==> config.mk <==
export PLATFORM = sky130hd
export DESIGN_NAME = aging_page_replacement
export DESIGN_NICKNAME = d
export VERILOG_FILES = /design/src/rtl/core/apr_pkg.sv /design/src/rtl/core/apr_cell.sv /design/src/rtl/core/aging_page_replacement.sv
export SDC_FILE = /design/constraint.sdc
export NUM_CORES = 1
export LEC_CHECK = 0
export ABC_AREA = 1
export BUFFER_PORTS_ARGS = -buffer_cell sky130_fd_sc_hd__buf_2
export CAP_MARGIN = 20
export CORE_ASPECT_RATIO = 0.9
export CORE_MARGIN = 2
export CORE_UTILIZATION = 45
export DETAILED_ROUTE_END_ITERATION = 7
export PLACE_DENSITY = 0.63
export REMOVE_ABC_BUFFERS = 1
export SYNTH_ARGS = -nofsm -noshare
export SYNTH_HDL_FRONTEND = slang
export SYNTH_SLANG_ARGS = --single-unit
==> constraint.sdc <==
create_clock -name clk_i -period 11 [get_ports clk_i]
set_input_delay 1.65 -clock clk_i [delete_from_list [all_inputs] [get_ports clk_i]]
set_output_delay 1.65 -clock clk_i [all_outputs]
set_load 0.005 [all_outputs]
==> src/rtl/core/apr_pkg.sv <==
// Package for the aging page replacement block.
// Shared constants and the chain/update structs used by the cells and the top level.
// No dependencies.
package apr_pkg;

  localparam int unsigned FRAMES_DEF    = 8;
  localparam int unsigned PAGE_BITS_DEF = 16;

  localparam int unsigned AGE_W     = 8;
  localparam int unsigned CFG_W     = 4;
  localparam int unsigned FIDX_W    = 3;
  localparam int unsigned EV_PAGE_W = 16;

  localparam logic [AGE_W-1:0] AGE_TOP   = 8'h80;
  localparam logic [AGE_W-1:0] AGE_MAX   = 8'hFF;
  localparam logic [CFG_W-1:0] CFG_RESET = 4'd8;

  // flags handed from cell to cell
  typedef struct packed {
    logic hit;
    logic empty;
    logic best_vld;
  } chn_t;

  // update broadcast to every cell
  typedef struct packed {
    logic en;
    logic hit;
    logic fill;
  } upd_t;

endpackage

==> src/rtl/core/apr_cell.sv <==
// One frame cell: page, valid bit and age counter for a single frame.
// Refines the running hit / empty / oldest search handed along the chain.
// Depends on apr_pkg.
module apr_cell #(
  parameter int unsigned IDX       = 0,
  parameter int unsigned IDX_W     = 3,
  parameter int unsigned PAGE_BITS = apr_pkg::PAGE_BITS_DEF
) (
  input  logic                        clk_i,
  input  logic                        rst_ni,
  input  logic [apr_pkg::CFG_W-1:0]   cfg_frames_i,
  input  logic [PAGE_BITS-1:0]        page_i,
  input  apr_pkg::upd_t               upd_i,
  input  logic [IDX_W-1:0]            upd_idx_i,
  input  apr_pkg::chn_t               flg_i,
  input  logic [IDX_W-1:0]            hit_idx_i,
  input  logic [IDX_W-1:0]            empty_idx_i,
  input  logic [apr_pkg::AGE_W-1:0]   best_age_i,
  input  logic [IDX_W-1:0]            best_idx_i,
  input  logic [PAGE_BITS-1:0]        best_page_i,
  output apr_pkg::chn_t               flg_o,
  output logic [IDX_W-1:0]            hit_idx_o,
  output logic [IDX_W-1:0]            empty_idx_o,
  output logic [apr_pkg::AGE_W-1:0]   best_age_o,
  output logic [IDX_W-1:0]            best_idx_o,
  output logic [PAGE_BITS-1:0]        best_page_o
);

  localparam logic [IDX_W-1:0] MY_IDX = IDX_W'(IDX);

  logic [PAGE_BITS-1:0]      page_q;
  logic                      valid_q;
  logic [apr_pkg::AGE_W-1:0] age_q;
  logic [apr_pkg::AGE_W-1:0] age_sh;
  logic                      in_use;
  logic                      match;
  logic                      is_empty;
  logic                      older;
  logic                      sel;

  // frame 0 always takes part, so a setting of zero acts as one
  assign in_use   = (IDX == 0) || (32'(cfg_frames_i) > IDX);
  assign age_sh   = age_q >> 1;
  assign match    = in_use && valid_q && (page_q == page_i);
  assign is_empty = in_use && !valid_q;
  assign older    = in_use && (!flg_i.best_vld || (age_sh < best_age_i));
  assign sel      = (upd_idx_i == MY_IDX);

  always_comb begin
    flg_o.hit      = flg_i.hit | match;
    flg_o.empty    = flg_i.empty | is_empty;
    flg_o.best_vld = flg_i.best_vld | older;
    hit_idx_o      = flg_i.hit ? hit_idx_i : MY_IDX;
    empty_idx_o    = flg_i.empty ? empty_idx_i : MY_IDX;
    best_age_o     = older ? age_sh : best_age_i;
    best_idx_o     = older ? MY_IDX : best_idx_i;
    best_page_o    = older ? page_q : best_page_i;
  end

  always_ff @(posedge clk_i or negedge rst_ni) begin
    if (!rst_ni) begin
      valid_q <= 1'b0;
      age_q   <= '0;
    end else if (upd_i.en) begin
      if (upd_i.fill && sel) begin
        valid_q <= 1'b1;
        age_q   <= apr_pkg::AGE_TOP;
      end else if (upd_i.hit && sel) begin
        age_q <= age_sh | apr_pkg::AGE_TOP;
      end else begin
        age_q <= age_sh;
      end
    end
  end

  always_ff @(posedge clk_i or negedge rst_ni) begin
    if (!rst_ni) begin
      page_q <= '0;
    end else if (upd_i.en && upd_i.fill && sel) begin
      page_q <= page_i;
    end
  end

endmodule

==> src/rtl/core/aging_page_replacement.sv <==
// Channel   | signals                                   | dir
// ----------+-------------------------------------------+-----
// cfg       | cfg_valid_i, cfg_ready_o, frames_in_use_i | in
// in        | in_valid_i, in_ready_o, page_number_i     | in
// out       | out_valid_o, out_ready_i, fault_o,        | out
//           | frame_index_o, evicted_valid_o, evicted_page_o
//
// One word per cycle while the output is not stalled: the lookup runs through the cell chain in the accept cycle,
// and the result is registered into the output register at the close of that cycle.
// Reset clears all frames and ages and sets frames in use to eight.
// A stalled output word holds; a new word is still taken when the register drains.
// Top level of the aging page replacement block; depends on apr_pkg and apr_cell.
module aging_page_replacement #(
  parameter int unsigned FRAMES    = apr_pkg::FRAMES_DEF,
  parameter int unsigned PAGE_BITS = apr_pkg::PAGE_BITS_DEF
) (
  input  logic                            clk_i,
  input  logic                            rst_ni,
  input  logic                            cfg_valid_i,
  output logic                            cfg_ready_o,
  input  logic [apr_pkg::CFG_W-1:0]       frames_in_use_i,
  input  logic                            in_valid_i,
  output logic                            in_ready_o,
  input  logic [PAGE_BITS-1:0]            page_number_i,
  output logic                            out_valid_o,
  input  logic                            out_ready_i,
  output logic                            fault_o,
  output logic [apr_pkg::FIDX_W-1:0]      frame_index_o,
  output logic                            evicted_valid_o,
  output logic [apr_pkg::EV_PAGE_W-1:0]   evicted_page_o
);

  localparam int unsigned IDX_W = (FRAMES > 1) ? $clog2(FRAMES) : 1;

  logic [apr_pkg::CFG_W-1:0] frames_q;

  apr_pkg::chn_t             flg       [FRAMES+1];
  logic [IDX_W-1:0]          hit_idx   [FRAMES+1];
  logic [IDX_W-1:0]          empty_idx [FRAMES+1];
  logic [apr_pkg::AGE_W-1:0] best_age  [FRAMES+1];
  logic [IDX_W-1:0]          best_idx  [FRAMES+1];
  logic [PAGE_BITS-1:0]      best_page [FRAMES+1];

  apr_pkg::upd_t             upd;
  logic [IDX_W-1:0]          slot_idx;
  logic                      accept;
  logic                      evict;
  logic [apr_pkg::FIDX_W-1:0]    fidx;
  logic [apr_pkg::EV_PAGE_W-1:0] ev_page;

  logic                          out_valid_q;
  logic                          fault_q;
  logic [apr_pkg::FIDX_W-1:0]    fidx_q;
  logic                          ev_valid_q;
  logic [apr_pkg::EV_PAGE_W-1:0] ev_page_q;

  assign cfg_ready_o = 1'b1;

  always_ff @(posedge clk_i or negedge rst_ni) begin
    if (!rst_ni) begin
      frames_q <= apr_pkg::CFG_RESET;
    end else if (cfg_valid_i) begin
      frames_q <= frames_in_use_i;
    end
  end

  assign flg[0]       = '0;
  assign hit_idx[0]   = '0;
  assign empty_idx[0] = '0;
  assign best_age[0]  = apr_pkg::AGE_MAX;
  assign best_idx[0]  = '0;
  assign best_page[0] = '0;

  for (genvar j = 0; j < FRAMES; j++) begin : g_cell
    apr_cell #(
      .IDX       (j),
      .IDX_W     (IDX_W),
      .PAGE_BITS (PAGE_BITS)
    ) u_cell (
      .clk_i        (clk_i),
      .rst_ni       (rst_ni),
      .cfg_frames_i (frames_q),
      .page_i       (page_number_i),
      .upd_i        (upd),
      .upd_idx_i    (slot_idx),
      .flg_i        (flg[j]),
      .hit_idx_i    (hit_idx[j]),
      .empty_idx_i  (empty_idx[j]),
      .best_age_i   (best_age[j]),
      .best_idx_i   (best_idx[j]),
      .best_page_i  (best_page[j]),
      .flg_o        (flg[j+1]),
      .hit_idx_o    (hit_idx[j+1]),
      .empty_idx_o  (empty_idx[j+1]),
      .best_age_o   (best_age[j+1]),
      .best_idx_o   (best_idx[j+1]),
      .best_page_o  (best_page[j+1])
    );
  end

  assign in_ready_o = !out_valid_q || out_ready_i;
  assign accept     = in_valid_i && in_ready_o;

  always_comb begin
    upd.en   = accept;
    upd.hit  = flg[FRAMES].hit;
    upd.fill = !flg[FRAMES].hit;
    evict    = !flg[FRAMES].hit && !flg[FRAMES].empty;
    if (flg[FRAMES].hit) begin
      slot_idx = hit_idx[FRAMES];
    end else if (flg[FRAMES].empty) begin
      slot_idx = empty_idx[FRAMES];
    end else begin
      slot_idx = best_idx[FRAMES];
    end
  end

  if (IDX_W >= apr_pkg::FIDX_W) begin : g_fidx_cut
    assign fidx = slot_idx[apr_pkg::FIDX_W-1:0];
  end else begin : g_fidx_ext
    assign fidx = apr_pkg::FIDX_W'(slot_idx);
  end

  if (PAGE_BITS >= apr_pkg::EV_PAGE_W) begin : g_page_cut
    assign ev_page = best_page[FRAMES][apr_pkg::EV_PAGE_W-1:0];
  end else begin : g_page_ext
    assign ev_page = apr_pkg::EV_PAGE_W'(best_page[FRAMES]);
  end

  always_ff @(posedge clk_i or negedge rst_ni) begin
    if (!rst_ni) begin
      out_valid_q <= 1'b0;
    end else if (accept) begin
      out_valid_q <= 1'b1;
    end else if (out_ready_i) begin
      out_valid_q <= 1'b0;
    end
  end

  always_ff @(posedge clk_i) begin
    if (accept) begin
      fault_q    <= upd.fill;
      fidx_q     <= fidx;
      ev_valid_q <= evict;
      ev_page_q  <= evict ? ev_page : '0;
    end
  end

  assign out_valid_o     = out_valid_q;
  assign fault_o         = fault_q;
  assign frame_index_o   = fidx_q;
  assign evicted_valid_o = ev_valid_q;
  assign evicted_page_o  = ev_page_q;

endmodule

======== Word level (Yosys, flattened, before mapping) ========
Cells that the tools add are included.
storage, ports and cells
  output and inout port bits .............. 24
  logic and storage cells ................. 205
  input port bits ......................... 25
  flip-flop bits (word level) ............. 226
cells by class
  equal/unequal tests ..................... 15
  order comparisons ....................... 14
  reductions and logical operators ........ 78
  bitwise logic cells ..................... 14
  muxes and demuxes ....................... 54
operators by type and width
  cell                                                                  number
  16-bit == test                                                        8
  8-bit two-way mux                                                     16
  16-bit two-way mux                                                    7
  1-bit logical AND                                                     56
  7-bit less-than comparator                                            7
  3-bit two-way mux                                                     14
  7-bit two-way mux                                                     6
  4-bit by 3-bit > comparator with 1-bit output, second input constant  4
  2-bit AND reduction                                                   8
  1-bit OR                                                              14
  3-bit == test, second input constant                                  4
  2-bit two-way mux                                                     6
  1-bit zero test                                                       11
  4-bit by 2-bit > comparator with 1-bit output, second input constant  2
  3-bit by 2-bit == test with 1-bit output, second input constant       2
  1-bit two-way mux                                                     5
  4-bit by 1-bit > comparator with 1-bit output, second input constant  1
  3-bit by 1-bit == test with 1-bit output, second input constant       1
  3-bit zero test                                                       1
  2-bit nonzero test                                                    1
  1-bit logical OR                                                      1

======== Longest topological paths before layout ========
  word-level depth ........................ 27
  mapped depth ............................ 74
  gate-level depth less buffers ........... 62

======== By module ========
Synthesis repeated with hierarchy kept, for this count alone.
second synthesis, totals
  cell total of the unflattened synthesis .. 2176
  area total of the unflattened synthesis .. 15626.2 µm²
modules (own cells, without submodules)
  module                        cells each  sequential area each (µm²)  area each (µm²)  instances
  apr_cell at g_cell[7].u_cell  263         600.6                       1863.0           1
  apr_cell at g_cell[1].u_cell  265         600.6                       1854.3           1
  apr_cell at g_cell[4].u_cell  261         600.6                       1834.3           1
  apr_cell at g_cell[0].u_cell  265         600.6                       1816.7           1
  apr_cell at g_cell[2].u_cell  266         600.6                       1806.7           1
  apr_cell at g_cell[3].u_cell  240         600.6                       1796.7           1
  apr_cell at g_cell[5].u_cell  256         600.6                       1795.5           1
  apr_cell at g_cell[6].u_cell  256         600.6                       1780.5           1
  aging_page_replacement        104         757.0                       1078.5           1

======== Worst setup path before layout ========
Ideal clock, no wire load.
  kind .................................... register -> register
  start ................................... reg g_cell[0].u_cell.age_q[3] in the netlist's numbering
  end ..................................... reg g_cell[3].u_cell.page_q[7]
  library setup time ...................... 0.117 ns
  path slack .............................. 0.891 ns
  stages on the path, launching flop included .. 70
  arrival time ............................ 9.993 ns
  clock period less this slack ............ 10.109 ns
  path buffers ............................ 13
  data required time ...................... 10.883 ns
  cells stage by stage .................... dfrtp_1 inv_1 ha_1 nand2_1 clkinv_1 nand2_1 nand2_1 nand2_1 nand2_2 buf_6 buf_4 o21ai_0 ha_1 nand3_1 nand2_2 nor2_4 nand2_4 buf_6 [34 not listed] buf_4 clkbuf_1 nand2_1 o21ai_0 ha_1 a211oi_1 nand2_1 a31oi_1 nand2_2 nand2_2 nand2_1 nand2_4 nand2_4 nor2_4 nand2_2 buf_2 nand2_1 nand2_1
between the ends
  cells in the longest elaborated chain, start to end .. 25
  elaborated cells between the ends (all ways) .. 31
  those cells by class .................... 7 x order compare; 1 x eq/ne; 15 x mux; 8 x reduce/logical
RTL lines
  what                                        line                           text
  from (decl)                                 apr_cell.sv:33                 logic [apr_pkg::AGE_W-1:0] age_q;
  from (signal assigned)                      apr_cell.sv:67                 age_q <= apr_pkg::AGE_TOP;
  from (signal assigned)                      apr_cell.sv:69                 age_q <= age_sh | apr_pkg::AGE_TOP;
  from (signal assigned)                      apr_cell.sv:71                 age_q <= age_sh;
  7-bit less-than comparator                  apr_cell.sv:46                 assign older = in_use && (!flg_i.best_vld || (age_sh < best_age_i));
  1-bit logical AND                           apr_cell.sv:46
  7-bit two-way mux *                         apr_cell.sv:55                 best_age_o = older ? age_sh : best_age_i;
  7-bit less-than comparator                  apr_cell.sv:46
  1-bit logical AND                           apr_cell.sv:46
  7-bit two-way mux                           apr_cell.sv:55
  7-bit less-than comparator                  apr_cell.sv:46
  1-bit logical AND                           apr_cell.sv:46
  [10 not listed]                             n/a
  7-bit less-than comparator                  apr_cell.sv:46
  1-bit logical AND                           apr_cell.sv:46
  3-bit two-way mux *                         apr_cell.sv:56                 best_idx_o = older ? MY_IDX : best_idx_i;
  3-bit two-way mux *                         aging_page_replacement.sv:111  end else if (flg[FRAMES].empty) begin
  3-bit two-way mux *                         aging_page_replacement.sv:109  if (flg[FRAMES].hit) begin
  net fidx, one bit                           aging_page_replacement.sv:48   logic [apr_pkg::FIDX_W-1:0] fidx;
  3-bit by 2-bit == test with 1-bit output *  apr_cell.sv:47                 assign sel = (upd_idx_i == MY_IDX);
  1-bit logical AND *                         apr_cell.sv:79                 end else if (upd_i.en && upd_i.fill && sel) begin
  to (signal assigned)                        apr_cell.sv:80                 page_q <= page_i;
  to (decl)                                   apr_cell.sv:31                 logic [PAGE_BITS-1:0] page_q;
Mark *: on every way through the listed nets, which the timed path passes. The rest lies on a longest branch.
A chain may end at the register's enable or synchronous reset.

======== Worst setup path in the final report ========
  start ................................... reg g_cell[0].u_cell.age_q[7] in the netlist's numbering
  end ..................................... reg g_cell[5].u_cell.age_q[5] in the netlist's numbering
between the ends
  cells in the longest elaborated chain, start to end .. 26
  elaborated cells between the ends (all ways) .. 32
  those cells by class .................... 7 x order compare; 1 x eq/ne; 16 x mux; 8 x reduce/logical
RTL lines
  what                        line                           text
  7-bit less-than comparator  apr_cell.sv:46
  1-bit logical AND           apr_cell.sv:46
  7-bit two-way mux           apr_cell.sv:55
  7-bit less-than comparator  apr_cell.sv:46
  1-bit logical AND           apr_cell.sv:46
  7-bit two-way mux           apr_cell.sv:55
  7-bit less-than comparator  apr_cell.sv:46
  1-bit logical AND           apr_cell.sv:46
  [10 not listed]             n/a
  7-bit less-than comparator  apr_cell.sv:46
  1-bit logical AND           apr_cell.sv:46
  3-bit two-way mux *         apr_cell.sv:56
  3-bit two-way mux *         aging_page_replacement.sv:111
  3-bit two-way mux *         aging_page_replacement.sv:109
  3-bit == test *             apr_cell.sv:47
  1-bit logical AND *         apr_cell.sv:65                 if (upd_i.fill && sel) begin
  8-bit two-way mux *         apr_cell.sv:65
  to (signal assigned)        apr_cell.sv:67
  to (signal assigned)        apr_cell.sv:69
  to (signal assigned)        apr_cell.sv:71
  to (decl)                   apr_cell.sv:33
Mark *: on every way between the ends. The rest lies on a longest branch, timed or not.

==> results.sh <==
export IMPL_yosys_warnings=0
export IMPL_root_buffer="clkbuf_16"
export IMPL_post_synth_inst_count=1830
export IMPL_area_delta_synth_final_pct=9.89
export IMPL_synth_edff_count=21
export IMPL_clk_pin_slew_worst_paths_ps=60
export IMPL_grt_pass1_wl_um=71300
export IMPL_initialDrtViolationCount=1299
export IMPL_antenna_cells=0
export IMPL_portBuffers=47
export IMPL_wl_met2_um=20200
export IMPL_max_cap_violations=0
export IMPL_routed_wl_met3_um=4020
export IMPL_synth_main_ff_cell="dfrtp_1"
export IMPL_gp_congestion=0.956
export IMPL_finalWorstSetupSlack_ps=849
export IMPL_grt_usage_pct=28.3
export IMPL_synth_top_family_by_area="simple AND/OR/NAND/NOR gates"
export IMPL_vias=13200
export IMPL_yosys_area_share_simple_pct=35.2
export IMPL_setup_tns_ps=0
export IMPL_syn_area_per_cell_sq_um=7.51
export IMPL_min_delay_path_depth=2
export IMPL_synth_area_leaders="dfrtp_1 36%, nand2_1 17%, nand3_1 6.9%"
export IMPL_vias_per_cell=5.89
export IMPL_overflow=0
export IMPL_hold_path_class="register to register"
export IMPL_dieArea_sq_mm=0.0320
export IMPL_wl_per_cell_um=20.7
export IMPL_synth_most_common_cell="nand2_1"
export IMPL_setup_viol=0
export IMPL_cts_tree="built"
export IMPL_worst_clock_skew_ps=10.4
export IMPL_io_pins=49
export IMPL_min_to="g_cell[1].u_cell.page_q[6]"
export IMPL_worstPathArrival_ps=10630
export IMPL_h_tree_depth=1
export IMPL_place_area_sq_mm=0.0140
export IMPL_async_flop_share_pct=90.4
export IMPL_cts_buffers=26
export IMPL_synth_seq_cells=218
export IMPL_timing_critical_path_fanout_max=33
export IMPL_hpwl_um=30100
export IMPL_die_w_um=188
export IMPL_yosys_area_top_type_share_pct=35.7
export IMPL_drive_gt1_share_pct=11.0
export IMPL_yosysUniqueCellTypes=51
export IMPL_synth_xor_area_share_pct=2.42
export IMPL_r2r_end="g_cell[5].u_cell.age_q[5]"
export IMPL_wirelength_met1_um=20800
export IMPL_layout_nets=1870
export IMPL_cp_slowest_cell="a21oi_1"
export IMPL_worstSetupPathType="register to register"
export IMPL_period_share_pct=92.3
export IMPL_status="completed"
export IMPL_yosysSeqAreaShare_pct=40.5
export IMPL_fin_crit_ps=10150
export IMPL_synth_top_area_cell="dfrtp_1"
export IMPL_end_kind="register"
export IMPL_antenna_found_initial=0
export IMPL_maxSlewViolCount=0
export IMPL_dr_max_layer_used="met4"
export IMPL_worstHoldStart="g_cell[1].u_cell.page_q[6]"
export IMPL_fp_dieH_um=170
export IMPL_fin_area_sq_mm=0.0151
export IMPL_synthAdderAreaFrac_pct=2.00
export IMPL_grt_pass1_vias=12300
export IMPL_synth_common_cells="612 x nand2_1, 196 x dfrtp_1, 190 x nand3_1, 131 x inv_1, 106 x nand4_1"
export IMPL_start_util_pct=45.9
export IMPL_cts_sinks=218
export IMPL_required_ps=11480
export IMPL_synth_compound_area_share_pct=11.1
export IMPL_synthMuxAreaShare_pct=0.164
export IMPL_wl_um=46400
export IMPL_rows=60
export IMPL_reg2reg_depth=54
export IMPL_crit_path_max_incr_delay_ps=830
export IMPL_cts_buffer_depth=3
export IMPL_syn_area_sq_mm=0.0137
export IMPL_worst_slew_pin_slew_ps=1120
export IMPL_startpoint_type="register"
export IMPL_r2r_start="g_cell[0].u_cell.age_q[7]"
export IMPL_finalHoldViolCount=0
export IMPL_cp_common_cell="nand2_1"
export IMPL_reg2reg_slack_ps=850
export IMPL_drc_errors=0
export IMPL_fp_coreArea_sq_mm=0.0300
export IMPL_timing_fmax_mhz=98.5
export IMPL_clk_latency_ps=540
export IMPL_ant_nets=0
export IMPL_grt_max_degree=82
export IMPL_dr_pass1_iters=7
export IMPL_dp_slack_ps=-113
export IMPL_relSlewSlack_pct=24.8
==> worst max-delay path, delay by kind of cell (launching register included) <==
kind                     cells  cell delay (ps)
AND/OR/NAND/NOR             33             4360
adder cells (fa/ha/maj)      7             2280
buffers and inverters        4              570
flip-flops                   1              390
AO/OA/AOI/OAI               10             2440
==> metal layers <==
metal | GRT usage, % | vias up
li1 | - | 6191
met1 | 41.3 | 6356
met2 | 42.9 | 600
met3 | 5.29 | 84
met4 | 8.15 | 0
met5 | 0 | -
==> stage by stage <==
stage	hold slack [ps]	util, %	instances
6_report	472	50.4	2245
3_5_place_dp	460	46.6	2174
3_3_place_gp	455	46.6	2174
4_1_cts	475	49.7	2227
2_1_floorplan	439	-	1710
5_1_grt	494	50.4	2245
==> worst max path at each step <==
stage	startpoint	to	slack, ps	depth (start not counted)
after floorplan	g_cell[0].u_cell.age_q[3]	g_cell[4].u_cell.page_q[0]	-5	51
after global placement	g_cell[0].u_cell.age_q[7]	g_cell[6].u_cell.page_q[8]	340	54
after detailed placement	g_cell[0].u_cell.age_q[7]	g_cell[6].u_cell.page_q[7]	-110	54
after CTS	g_cell[0].u_cell.age_q[7]	g_cell[3].u_cell.page_q[9]	40	55
after global routing	g_cell[0].u_cell.age_q[7]	g_cell[6].u_cell.page_q[7]	-40	55
final	g_cell[0].u_cell.age_q[7]	g_cell[5].u_cell.age_q[5]	850	54
==> sequential cells by signal, summed over array words and instances (netlist names) <==
| name | cells |
|---|---|
| g_cell.u_cell.page_q | 128 |
| frames_q | 4 |
| g_cell.u_cell.valid_q | 8 |
| out_valid_o | 1 |
| evicted_page_o | 16 |
| evicted_valid_o | 1 |
| frame_index_o | 3 |
| g_cell.u_cell.age_q | 56 |
| fault_o | 1 |
==> cells in the final DEF, fill, tap and decap left out, types with 9 or more instances in the layout <==
master	instances
a21oi_1	22
a221oi_1	9
a31oi_1	16
buf_2	46
buf_4	29
clkbuf_16	27
clkinv_2	10
dfrtp_1	196
edfxtp_1	21
ha_1	22
inv_1	131
nand2_1	610
nand2_2	17
nand2_4	10
nand3_1	190
nand4_1	106
nor2_1	36
nor2_4	9
nor3_1	10
nor4_1	14
o211ai_1	38
o21ai_0	98
o22ai_1	43
xor2_1	36
==> layout make-up <==
type / instances / area [sq um]
Clock inverter: 15 / 129
Multi-Input combinational cell: 1353 / 7090
Tap cell: 403 / 504
Sequential cell: 218 / 5560
Clock buffer: 32 / 734
Fill cell: 2917 / 14900
Inverter: 144 / 556
Timing Repair Buffer: 80 / 528
==> repair_timing <==
action,4_1_cts,5_1_grt
pin swaps,3,7
cloned,3,2
setup endpoints to repair,116,211
setup buffers,3,16
gates resized for setup,2,19
hold buffers,0,0
==> cell families after synthesis <==
| logic type | after synthesis |
|---|---|
| muxes | 2 |
| DFF | 218 |
| buffers and inverters | 264 |
| adders and majority gates | 22 |
| other | 1 |
| xor gates and xnor gates | 38 |
| AOI/OAI and AO/OA | 250 |
| and+or+nand+nor | 1035 |
Power is left out: the tool's default activity adds up to more than one toggle a clock period on the data nets, which glitch-free logic cannot reach.
